**src/design/assert_macros.svh**
```systemverilog
// Assertion helpers shared by the design files.
// Each expects signals named clock and reset in the module that uses it.
`ifndef ASSERT_MACROS_SVH
`define ASSERT_MACROS_SVH

// Check a property at every clock edge outside reset.
`define VGE_ASSERT(lbl, prop, msg) \
   lbl: assert property (@(posedge clock) disable iff (reset) prop) \
      else $error(msg);

// Check that a condition is followed by another in the next cycle.
`define VGE_ASSERT_NEXT(lbl, pre, post, msg) \
   lbl: assert property (@(posedge clock) disable iff (reset) (pre) |=> (post)) \
      else $error(msg);

`endif

```
**src/design/vge_pkg.sv**
```systemverilog
package vge_pkg;

   localparam int NODE_W     = 16;
   localparam int GREY_W     = 8;
   localparam int SIZE_W     = 17;
   localparam int ACT_W      = 2;
   localparam int STAT_W     = 3;
   localparam int WIDE_W     = 2 * SIZE_W;
   localparam int CSR_IDX_W  = 2;
   localparam int REQ_DATA_W = 40;
   localparam int RSP_DATA_W = 40;

   localparam int NODE_CAPACITY_DEF = 65536;
   localparam int QUEUE_DEPTH_DEF   = 2;

   localparam logic [ACT_W-1:0] ACT_WRITE = 2'd0;
   localparam logic [ACT_W-1:0] ACT_LIST  = 2'd1;
   localparam logic [ACT_W-1:0] ACT_TEST  = 2'd2;
   localparam logic [ACT_W-1:0] ACT_NOP   = 2'd3;

   localparam logic [STAT_W-1:0] ST_EDGE    = 3'd0;
   localparam logic [STAT_W-1:0] ST_NONE    = 3'd1;
   localparam logic [STAT_W-1:0] ST_RANGE   = 3'd2;
   localparam logic [STAT_W-1:0] ST_ADJ     = 3'd3;
   localparam logic [STAT_W-1:0] ST_NOT_ADJ = 3'd4;

   localparam logic [CSR_IDX_W-1:0] CSR_SIZE_X = 2'd0;
   localparam logic [CSR_IDX_W-1:0] CSR_SIZE_Y = 2'd1;
   localparam logic [CSR_IDX_W-1:0] CSR_SIZE_Z = 2'd2;

   localparam logic [SIZE_W-1:0] SIZE_MAX   = 17'd65536;
   localparam logic [SIZE_W-1:0] SIZE_X_RST = 17'd256;
   localparam logic [SIZE_W-1:0] SIZE_Y_RST = 17'd256;
   localparam logic [SIZE_W-1:0] SIZE_Z_RST = 17'd1;

   typedef struct packed {
      logic [ACT_W-1:0]  action;
      logic [NODE_W-1:0] node;
      logic [NODE_W-1:0] other;
      logic [GREY_W-1:0] grey;
   } item_type;

   typedef struct packed {
      logic [SIZE_W-1:0] sx;
      logic [SIZE_W-1:0] sy;
      logic [SIZE_W-1:0] sz;
   } grid_type;

   function automatic logic [SIZE_W-1:0] clamp_size(input logic [SIZE_W-1:0] v);
      logic [SIZE_W-1:0] r;
      r = v;
      if (v == '0) r = SIZE_W'(1);
      else if (v > SIZE_MAX) r = SIZE_MAX;
      return r;
   endfunction

endpackage

```
**src/design/vge_fifo.sv**
```systemverilog
`include "assert_macros.svh"
// Short item queue between front and back.
module vge_fifo import vge_pkg::*; #(
   parameter int DEPTH = QUEUE_DEPTH_DEF
) (
   input  logic     clock,
   input  logic     reset,
   input  logic     push,
   input  item_type din,
   output logic     full,
   input  logic     pop,
   output item_type dout,
   output logic     empty
);

   localparam int PW = (DEPTH > 1) ? $clog2(DEPTH) : 1;
   localparam int CW = $clog2(DEPTH + 1);

   item_type        slots [DEPTH];
   logic [PW-1:0]   wr_ptr_ff, wr_ptr_in;
   logic [PW-1:0]   rd_ptr_ff, rd_ptr_in;
   logic [CW-1:0]   count_ff, count_in;

   assign full  = (count_ff == CW'(DEPTH));
   assign empty = (count_ff == '0);
   assign dout  = slots[rd_ptr_ff];

   always_comb begin
      wr_ptr_in = wr_ptr_ff;
      rd_ptr_in = rd_ptr_ff;
      count_in  = count_ff;
      if (push) wr_ptr_in = (wr_ptr_ff == PW'(DEPTH - 1)) ? '0 : wr_ptr_ff + PW'(1);
      if (pop)  rd_ptr_in = (rd_ptr_ff == PW'(DEPTH - 1)) ? '0 : rd_ptr_ff + PW'(1);
      if (push && !pop) count_in = count_ff + CW'(1);
      if (pop && !push) count_in = count_ff - CW'(1);
   end

   always_ff @(posedge clock) begin
      if (reset) begin
         wr_ptr_ff <= '0;
         rd_ptr_ff <= '0;
         count_ff  <= '0;
      end else begin
         wr_ptr_ff <= wr_ptr_in;
         rd_ptr_ff <= rd_ptr_in;
         count_ff  <= count_in;
      end
   end

   always_ff @(posedge clock) begin
      if (push) slots[wr_ptr_ff] <= din;
   end

   `VGE_ASSERT(a_count_bound, count_ff <= CW'(DEPTH), "queue count beyond depth")
   `VGE_ASSERT(a_no_overflow, push |-> !full, "push into full queue")
   `VGE_ASSERT(a_no_underflow, pop |-> !empty, "pop from empty queue")

endmodule

```
**config.mk**
```make
export PLATFORM = sky130hd
export DESIGN_NAME = vge_fifo
export DESIGN_NICKNAME = d
export VERILOG_FILES = /design/src/design/vge_pkg.sv /design/src/design/vge_fifo.sv
export VERILOG_INCLUDE_DIRS = /design/src /design/src/design
export SDC_FILE = /design/constraint.sdc
export NUM_CORES = 1
export LEC_CHECK = 0
export ABC_AREA = 1
export ABC_CLOCK_PERIOD_IN_PS = 5400
export BUFFER_PORTS_ARGS = -buffer_cell sky130_fd_sc_hd__buf_2
export CAP_MARGIN = 25
export CORE_UTILIZATION = 25
export CTS_CLUSTER_DIAMETER = 30
export CTS_CLUSTER_SIZE = 25
export DETAILED_ROUTE_END_ITERATION = 10
export HOLD_SLACK_MARGIN = 0.08
export RECOVER_POWER = 100
export SYNTH_ARGS = -nofsm -noshare
export SYNTH_HDL_FRONTEND = slang
export SYNTH_SLANG_ARGS = --single-unit
```
**constraint.sdc**
```tcl
create_clock -name clock -period 5.4 [get_ports clock]
set_clock_uncertainty 0.2 [all_clocks]
set_input_delay 0.54 -clock clock [delete_from_list [all_inputs] [get_ports clock]]
set_output_delay 0.54 -clock clock [all_outputs]
set_load 0.02 [all_outputs]
```
---- After elaboration in Yosys (flattened, before gate mapping) ----
Memory sizes are Yosys's and may differ from the RTL's. A register that Yosys moved wholly into a read port is not among the register bits.
Cells that the tools add are included.
operators by class
  $add $sub $neg .......................... 4
  equality and inequality tests ........... 1
  muxes and demuxes ....................... 8
  reduce and logical (&&, ||, !) cells .... 6
operator list
  cell                                                                number
  1-bit two-way mux                                                   6
  2-bit two-way mux                                                   2
  1-bit adder, second input constant                                  2
  2-bit by 1-bit adder with 2-bit output, second input constant       1
  2-bit == test, second input constant                                1
  1-bit logical AND                                                   2
  1-bit zero test                                                     2
  2-bit zero test                                                     1
  2-bit nonzero test                                                  1
  2-bit by 1-bit subtractor with 2-bit output, second input constant  1
storage, ports and cells
  register bits ........................... 4
  RAM bits ................................ 84
  input port bits ......................... 46
  output and inout port bits .............. 44
  logic and storage cells ................. 23
  memories kept ........................... 1
memory list
  memory  depth  width  read ports  clocked after memory_dff  write ports  RTL line        RTL
  slots   2      42     1           1                         1            vge_fifo.sv:19  item_type slots [DEPTH];

---- Depth between registers and ports, before layout ----
  word-level depth ........................ 4
  gate-level depth with buffers ........... 7
  depth with buffers taken out ............ 7

---- Least setup slack after synthesis ----
No wires, ideal clock.
  path type ............................... input-to-reg
  start ................................... in push
  end ..................................... mem slots[0][0] (netlist name), enable pin
  library setup time ...................... 0.442 ns
  arrival time ............................ 2.363 ns
  data required time ...................... 4.758 ns
  path slack .............................. 2.395 ns
  stages .................................. 2
  path buffers ............................ 0
  path through ............................ inv_1 -> nor2_1
between the ends
  cells in the longest elaborated chain, start to end .. 2
ends and longest elaborated chain
  item                                     RTL line        RTL
  from (decl)                              vge_fifo.sv:8   input logic push,
  1-bit two-way mux                        vge_fifo.sv:51  if (push) slots[wr_ptr_ff] <= din;
  1-bit two-way mux (not written as such)  vge_fifo.sv:51
  to (decl)                                vge_fifo.sv:19
Every way passes these cells.

---- Worst setup path in the final report ----
  start ................................... in push
  end ..................................... mem slots[0][36] (netlist name), enable pin
Same word-level chain as after synthesis.

==> metrics.txt <==
antenna diode count 0; Fin Hold WS 0.1937 ns; Final Core Density 0.3109; Die Ht 119.7 microns; Final period util 0.5516; Core Rows 42; worst vdd ir 0.1159 mV; Worst Path Arrival 2.67 ns; post-DR vias/cell 3.847; Unique masters post-synth 15; total power 1572 uW; area leader, netlist edfxtp_1; GRT Total Usage 0.08712; Vias 1704; CP startpoint kind input port; RSZ-0062 raised after global routing no; CTS resizes 0; CTS Sinks 89; reg2reg setup slack 2.47 ns; FF-to-FF End slots[0][36]$_DFFE_PP_; slew margin rel. -0.7243; max-slew violation total from the final report 43; Final WS setup 2.421 ns; top post-synthesis cells by area edfxtp_1, mux2_4, dfxtp_1; post-CTS setup buffers 0; DR WL/cell 13.44 microns; drt initial violations 75; CTS clk-pin slew, worst paths 0.07 ns; sink of the worst hold path slots[1][26]$_DFFE_PP_; total power per unit cell area 377.3 nW/um^2; Setup TNS 0 ns; number of global-route vias before repair 1823; Yosys reg bits 89; Routability Congestion 0.6448; Gate Count Post-Synth 164; # IOs 90; total grt overflow 0; First-pass DRT Iterations 3; Die Width 119.7 microns; final setup fails 0; Initial Util 0.2584; R2R Path Start wr_ptr_ff$_SDFFE_PP0P_; hold path start din[26]; worst hold path type in2reg; post-route ant nets 0; fraction of layout cells with a size suffix above 1 0.2921; CTS max path bufs 2; layout net count 309; leakage 0.001495 uW; DRC 0; H-tree levels 3; crit end category flip-flop; Die Area 14320 sq um; failing checks max-capacitance violations, max-slew violations; Ys Warns 0; Area Overhead vs Synth 20.35%; run status finished with violations; initial antenna violation count 0; clk root buf clkbuf_16; WS Path Type in2reg; Required @ worst endpoint 5.09 ns; Max Cap Violations 1; worst skew pair latency 0.33 ns; largest net degree at the start of global routing 44; port bufs 89; number of buffers created by CTS 9; Core ar. 13400 sq um; Synth Cell Area 3462 sq um; CTS tree built; FF-to-FF path depth 2; Hold Path Depth 1; post-synth top area share 0.7286; Hold Buf Count CTS 0; final hold vios 0; first-pass GRT wire length 9121 microns; total wire length 5955 microns; Placement Setup Slack 3.115 ns; final HPWL from detailed placement 3782 microns; Post-Syn Nets 211; Peak Freq 335.7 MHz; worst-margin pin slew 2.586 ns; Seq/Total Area, Yosys 0.7575; post-layout minimum cycle time 2.979 ns; CP max FO 42; Syn Area/Cell 21.11 sq um
[registers in the layout, summed over array words and instances, names as in the netlist, named ones only]
register / cells
count_ff: 2
wr_ptr_ff: 1
slots: 84
rd_ptr_ff: 1
[worst max-delay path by stage]
stage,from,endpoint,slack [ns],cells past startpoint
6_report,push,slots[0][36]$_DFFE_PP_,2.42,4
5_1_grt,push,slots[0][4]$_DFFE_PP_,2.18,4
4_1_cts,flip-flop,dout[20],2.74,3
3_5_place_dp,flip-flop,dout[20],3.12,3
3_3_place_gp,flip-flop,dout[20],3.11,3
2_1_floorplan,push,slots[0][0]$_DFFE_PP_,2.39,2
[stage by stage]
stage	instance area (sq um)	std cells
2_1_floorplan	3462	164
3_3_place_gp	4060	426
3_5_place_dp	4060	426
4_1_cts	4347	442
5_1_grt	4167	443
6_report	4167	443
[synthesized netlist by cell type, drive strengths merged]
library cell,number
nor2,10
xnor2,1
nand4,1
nor3,1
edfxtp,84
inv,7
ha,1
nand2,5
mux2,42
dfxtp,5
buf,5
o21ai,1
a21oi,1
[critical path: stages]
cell and delay [ns]:
clkbuf_1 0.11, inv_1 0.09, nor2_4 0.07, clkbuf_1 1.84
[placed cells by master (no fill, tap or decap), types with 2 or more instances in the layout]
cell type and count:
dfxtp_1 4, edfxtp_1 84, buf_2 58, nand2_1 5, clkbuf_16 9, mux2_2 2, nor2_1 9, mux2_1 37
clkinv_1 4, inv_1 7, clkbuf_1 33, mux2_4 3
[where the power goes]
group          leakage, uW  internal [uW]  switching (uW)
Clock             0.000136            352             238
Sequential        0.000830            799            9.43
Combinational     0.000529           62.4             110
[layout make-up]
class                      count  area [sq um]
clock buffer                   9         225.2
sequential                    89          2624
tap                          176         220.2
fill                        1364          9234
inverter                       7         26.28
multi-input combinational     63         590.6
clock inverter                 7         61.31
timing repair buffer          92         419.2
[per-layer routing]
| metal | wire, microns | global-route usage |
|---|---|---|
| met1 | 2574 | 0.09559 |
| met2 | 2949 | 0.1460 |
| met3 | 279 | 0.02234 |
| met4 | 151 | 0.06328 |
| met5 | 0 | 0 |
[cells by family after synthesis]
group / after synthesis / share of synthesized area
compound gates: 2 / 0.002888
xor+xnor: 1 / 0.002530
fa+ha+maj: 1 / 0.003613
buf+inv: 12 / 0.03397
flops: 89 / 0.7575
mux: 42 / 0.1800
simple gates: 17 / 0.01952
Power figures use the tool's default switching activity.
