`src/design/assert_macros.svh`:
```
// Assertion helpers shared by the design files.
// Each expects signals named clock and reset in the module that uses it.
`ifndef ASSERT_MACROS_SVH
`define ASSERT_MACROS_SVH

// Check a property at every clock edge outside reset.
`define VGE_ASSERT(lbl, prop, msg) \
   lbl: assert property (@(posedge clock) disable iff (reset) prop) \
      else $error(msg);

// Check that a condition is followed by another in the next cycle.
`define VGE_ASSERT_NEXT(lbl, pre, post, msg) \
   lbl: assert property (@(posedge clock) disable iff (reset) (pre) |=> (post)) \
      else $error(msg);

`endif

```
`src/design/vge_pkg.sv`:
```
package vge_pkg;

   localparam int NODE_W     = 16;
   localparam int GREY_W     = 8;
   localparam int SIZE_W     = 17;
   localparam int ACT_W      = 2;
   localparam int STAT_W     = 3;
   localparam int WIDE_W     = 2 * SIZE_W;
   localparam int CSR_IDX_W  = 2;
   localparam int REQ_DATA_W = 40;
   localparam int RSP_DATA_W = 40;

   localparam int NODE_CAPACITY_DEF = 65536;
   localparam int QUEUE_DEPTH_DEF   = 2;

   localparam logic [ACT_W-1:0] ACT_WRITE = 2'd0;
   localparam logic [ACT_W-1:0] ACT_LIST  = 2'd1;
   localparam logic [ACT_W-1:0] ACT_TEST  = 2'd2;
   localparam logic [ACT_W-1:0] ACT_NOP   = 2'd3;

   localparam logic [STAT_W-1:0] ST_EDGE    = 3'd0;
   localparam logic [STAT_W-1:0] ST_NONE    = 3'd1;
   localparam logic [STAT_W-1:0] ST_RANGE   = 3'd2;
   localparam logic [STAT_W-1:0] ST_ADJ     = 3'd3;
   localparam logic [STAT_W-1:0] ST_NOT_ADJ = 3'd4;

   localparam logic [CSR_IDX_W-1:0] CSR_SIZE_X = 2'd0;
   localparam logic [CSR_IDX_W-1:0] CSR_SIZE_Y = 2'd1;
   localparam logic [CSR_IDX_W-1:0] CSR_SIZE_Z = 2'd2;

   localparam logic [SIZE_W-1:0] SIZE_MAX   = 17'd65536;
   localparam logic [SIZE_W-1:0] SIZE_X_RST = 17'd256;
   localparam logic [SIZE_W-1:0] SIZE_Y_RST = 17'd256;
   localparam logic [SIZE_W-1:0] SIZE_Z_RST = 17'd1;

   typedef struct packed {
      logic [ACT_W-1:0]  action;
      logic [NODE_W-1:0] node;
      logic [NODE_W-1:0] other;
      logic [GREY_W-1:0] grey;
   } item_type;

   typedef struct packed {
      logic [SIZE_W-1:0] sx;
      logic [SIZE_W-1:0] sy;
      logic [SIZE_W-1:0] sz;
   } grid_type;

   function automatic logic [SIZE_W-1:0] clamp_size(input logic [SIZE_W-1:0] v);
      logic [SIZE_W-1:0] r;
      r = v;
      if (v == '0) r = SIZE_W'(1);
      else if (v > SIZE_MAX) r = SIZE_MAX;
      return r;
   endfunction

endpackage

```
`src/design/vge_front.sv`:
```
// Take request beats, drop the unused action code, hand the rest to the queue.
module vge_front import vge_pkg::*; (
   input  logic                  clock,
   input  logic                  reset,
   input  logic                  req_tvalid,
   output logic                  req_tready,
   input  logic [REQ_DATA_W-1:0] req_tdata,
   input  logic [ACT_W-1:0]      req_tuser,
   output logic                  push,
   output item_type              item,
   input  logic                  full
);

   logic     valid_ff, valid_in;
   item_type item_ff;
   logic     take;

   assign req_tready = !valid_ff || !full;
   assign take       = req_tvalid && req_tready;
   assign push       = valid_ff && !full;
   assign item       = item_ff;

   always_comb begin
      valid_in = valid_ff;
      if (push) valid_in = 1'b0;
      if (take) valid_in = (req_tuser != ACT_NOP);
   end

   always_ff @(posedge clock) begin
      if (reset) begin
         valid_ff <= 1'b0;
      end else begin
         valid_ff <= valid_in;
      end
   end

   always_ff @(posedge clock) begin
      if (take) begin
         item_ff.action <= req_tuser;
         item_ff.node   <= req_tdata[NODE_W-1:0];
         item_ff.other  <= req_tdata[2*NODE_W-1:NODE_W];
         item_ff.grey   <= req_tdata[2*NODE_W+GREY_W-1:2*NODE_W];
      end
   end

endmodule

```
`config.mk`:
```
export PLATFORM = sky130hd
export DESIGN_NAME = vge_front
export DESIGN_NICKNAME = d
export VERILOG_FILES = /design/src/design/assert_macros.svh /design/src/design/vge_pkg.sv /design/src/design/vge_front.sv
export SDC_FILE = /design/constraint.sdc
export NUM_CORES = 1
export LEC_CHECK = 0
export ABC_AREA = 1
export BUFFER_PORTS_ARGS = -buffer_cell sky130_fd_sc_hd__buf_2
export CELL_PAD_IN_SITES_DETAIL_PLACEMENT = 1
export CELL_PAD_IN_SITES_GLOBAL_PLACEMENT = 1
export CORE_UTILIZATION = 34
export CTS_CLUSTER_SIZE = 24
export DETAILED_ROUTE_END_ITERATION = 16
export PLACE_DENSITY_LB_ADDON = 0.1
export SKIP_LAST_GASP = 1
export SYNTH_ARGS = -nofsm -noshare
export SYNTH_HDL_FRONTEND = slang
export SYNTH_SLANG_ARGS = --single-unit
```
`constraint.sdc`:
```
create_clock -name clock -period 2.9 [get_ports clock]
set_input_delay 0.29 -clock clock [delete_from_list [all_inputs] [get_ports clock]]
set_output_delay 0.29 -clock clock [all_outputs]
set_load 0.02 [all_outputs]
```
# ---- Word-level counts from Yosys, hierarchy flattened
# Cells that the tools add are included.
dict set report totals {
  register_bits 43
}
dict set report classes {
  muxes 2
  eq_ne 1
  reduce_logical 6
}
# op count
set op_table {}
lappend op_table {{$logic_and 1x1->1} 2}
lappend op_table {{$logic_not 1->1} 2}
lappend op_table {{$mux 1} 2}
lappend op_table {{$ne 2x2->1 const B} 1}
lappend op_table {{$reduce_bool 2->1} 1}
lappend op_table {{$logic_or 1x1->1} 1}

# ---- Logic depth before layout (Yosys ltp)
dict set report depth {
  word_depth 4
  mapped_depth 3
  mapped_depth_nobuf 3
}

# ---- Worst setup path before layout
# OpenSTA, ideal clock, no wires.
dict set report synth_path {
  kind {reg-to-reg}
  start {register valid_ff}
  end {register item_ff (netlist bit item[0]), enable pin}
  slack_ns 1.009
  arrival_ns 1.487
  stages_incl_launch_ff 3
  required_time_ns 2.497
  cell_sequence {dfxtp_1 -> nand2_2 -> and2_1}
}
dict set report synth_between {
  elab_chain_len 3
}
# element line_no
set synth_rtl {}
lappend synth_rtl {{start, declared} vge_front.sv:14} ;# logic valid_ff, valid_in;
lappend synth_rtl {{start signal, assigned} vge_front.sv:33} ;# valid_ff <= valid_in;
lappend synth_rtl {{$logic_not 1->1} vge_front.sv:18} ;# assign req_tready = !valid_ff || !full;
lappend synth_rtl {{$logic_or 1x1->1} vge_front.sv:18}
lappend synth_rtl {{net req_tready} vge_front.sv:6} ;# output logic req_tready,
lappend synth_rtl {{$logic_and 1x1->1} vge_front.sv:19} ;# assign take = req_tvalid && req_tready;
lappend synth_rtl {{net take} vge_front.sv:16} ;# logic take;
lappend synth_rtl {{end, declared} vge_front.sv:15} ;# item_type item_ff;
# The timed path passes the listed nets, and every way through them passes these cells.
# A chain may end at the register's enable or synchronous reset.

# ---- Worst setup path in the final report
dict set report layout_path {
  start {register valid_ff}
  end {register item_ff (netlist bit item[23]), enable pin}
}
dict set report layout_between {
  elab_chain_len 3
}
# element line_no
set layout_rtl {}
lappend layout_rtl {{$logic_not 1->1} vge_front.sv:18}
lappend layout_rtl {{$logic_or 1x1->1} vge_front.sv:18}
lappend layout_rtl {{$logic_and 1x1->1} vge_front.sv:19}
lappend layout_rtl {{net take} vge_front.sv:16}
# The timed path passes the listed nets, and every way through them passes these cells.

==> impl_results.md <==
- Status: complete, no violations
- CP max stage delay: 0.76 ns
- Worst-path maximum fanout: 42
- Worst Setup Start Kind: flop
- WL/cell: approximately 12 µm
- CTS tree: built
- RR Endpoint: item[23]
- Drt drc: 0
- Hold path startpoint: reset
- Nets: 192
- Crit path DAT: between 1 and 1.5 ns
- Worst-Skew Late Latency: between 0.2 and 0.3 ns
- Reg2Reg Depth: 2
- Post-Synthesis Cells: 50
- Synthesis-to-layout area growth: 44.0%
- Slowest-stage cell, CP: and2_2
- Final setup margin: roughly 1.3 ns
- Die W: roughly 64 µm
- Synth area leaders: edfxtp_1 96%, dfxtp_1 1.5%, a21oi_2 0.66%
- Initial core utilization: between 30% and 40%
- Static leakage power: 0.819 nW
- Pwr dens: around 630 mW/mm²
- Yosys cell types: 8
- Initial antenna violation count: 0
- Count leader, synth: edfxtp_1
- Post-cts resize count: 0
- Port bufs: 89
- Max-Slew Margin vs Limit: approximately two fifths
- Setup CP Type: flop to flop
- Setup violations, final: 0
- RSZ-0062 raised after global routing: no
- Total power: ~1.2 mW
- Reg2reg setup slack: ~1.3 ns
- Congestion Overflow GR: 0
- FF+latch area: between 0.001 and 0.0015 mm²
- # fillers: 378
- First-pass GRT wire length: between 3000 and 4000 µm
- Worst vdd ir: between 300 and 400 µV
- TritonRoute pass-1 iters: 2
- EDFF count, synth: between 40 and 50
- Reg2reg start: valid_ff
- DPL Wire Length: ~1700 µm
- Setup Buffers After CTS: 0
- Top post-synthesis cells by count: 42 x edfxtp_1, 2 x nand2_1
- Mapped Avg Cell Area: 26.4 µm²
- Die H: around 64 µm
- Hold path depth: 2
- Achievable Freq: ~0.65 GHz
- Max cap viols: 0
- Area leader, netlist: edfxtp_1
- Final Instance Area: between 0.0015 and 0.002 mm²
- Drt initial violations: 68
- Core area: 0.00369 mm²
- Ys Warns: 0
- Rows: 22
- Hold-fix buffers at CTS: 0
- Synth top area share: roughly 96%
- Via Count: 808
- Hold Path Class: input port to flop
- Final worst-path cycle share: 53.5%
- Largest net degree at the start of global routing: between 40 and 50
- CP Cell Sequence: nand2_2 > and2_2
- Fin. Hold Viols: 0
- Antenna viol nets, final: 0
- Total GRT Usage: between 10% and 20%
- Primary FF master, synth: edfxtp_1
- Post-Syn Area: roughly 0.0013 mm²
- Sequential fraction of the synthesis area: between 90 and 100%
- Maximum buffer depth of the clock tree: 2
- Vias in the first global route: 749
- Cell area after placement: 0.00182 mm²
- Hold path endpoint: valid_ff
- #FFs+latches synth: 43
- Final estimated routing congestion in global placement: about 0.63
- # clock sinks: 43
- Layout cells sized above 1: between 60% and 70%
- Slew @ Worst Pin: 0.918 ns
- Die ar.: 0.00413 mm²
- Crit path required time: approximately 2.8 ns
- N_diodes: 0
- CTS H-tree lvls: 2
- CTS root buf: clkbuf_8
- Crit end category: flop
- Io pins: 90
- CTS buffer count: 5
- Period minus WS final: about 1.6 ns
- Asr flop ratio synth: 0%
- Setup WS pre-CTS: around 1.2 ns
- Slew Limit Fails: 0
- Drt via density: approximately 4.2
- Fin Setup TNS: 0 ns
- Syn nets: between 90 and 100
- Clk slew on worst S/H paths: approximately 0.070 ns
- Clock Skew: between 0.005 and 0.006 ns
- Multi-input gate area: about 34 µm²
- Final Routed Wirelength: between 2000 and 2500 µm
==> critical path, delay by kind of cell, from the launching register on <==
kind             cells  cell delay, ns
flip-flops           1            0.32
AND/OR/NAND/NOR      2            0.84
==> where the power goes <==
part	internal (mW)	leakage (nW)	switching [mW]	total [mW]
logic	0.0458	0.366	0.0807	0.127
registers	0.726	0.416	0.00809	0.734
clock network	0.160	0.0371	0.169	0.329
total	0.932	0.819	0.257	1.19
==> sequential cells by signal, summed over array words and instances (netlist names) <==
register / flops
item: 42
valid_ff: 1
==> placed cells by master, fill, tap and decap left out <==
master    Yosys  layout
nor2_1        1       1
buf_2         0      89
dfxtp_1       1       1
nand2_1       2       2
inv_1         1       1
nand2_2       1       1
a21oi_2       1       1
edfxtp_1     42      42
and2_2        0       1
clkbuf_1      0       1
clkbuf_8      0       5
==> cell type report <==
type,instances,area share [%]
tap,48,3.17
sequential,43,67.5
inverter,1,0.198
timing repair buffer,89,23.5
multi-input combinational,6,1.78
clock buffer,6,3.83
==> through the flow <==
step                hold slack [ns]  util (%)  cells
finish                        0.158      51.4    193
global placement              0.452      49.5    187
floorplan                     0.352         -     50
CTS                           0.148      51.4    193
global route                  0.152      51.4    193
detailed placement            0.456      49.5    187
==> worst max path at each step <==
stage          startpoint  slack, ns  cells after the start       end
3_5_place_dp         full       1.24                      3  item[35]
2_1_floorplan    valid_ff       1.01                      2   item[0]
3_3_place_gp         full       1.28                      3  item[35]
4_1_cts          valid_ff       1.34                      2  item[15]
6_report         valid_ff       1.35                      2  item[23]
5_1_grt          valid_ff       1.23                      2  item[35]
==> cell families after synthesis <==
| family | Yosys count | share of synthesized area, % |
|---|---|---|
| AND/OR/NAND/NOR | 5 | 1.80 |
| flip-flops | 43 | 97.2 |
| AO/OA/AOI/OAI | 1 | 0.665 |
| buffers and inverters | 1 | 0.285 |
==> layer usage <==
metal | vias up | share of wire [%] | global-route usage, %
met5 | - | 0 | 0
met4 | 0 | 1.0 | 5.83
met3 | 2 | 10 | 4.82
met2 | 54 | 51 | 18.2
met1 | 371 | 38 | 13.3
li1 | 381 | - | -
(Power assumes the default switching activity.)
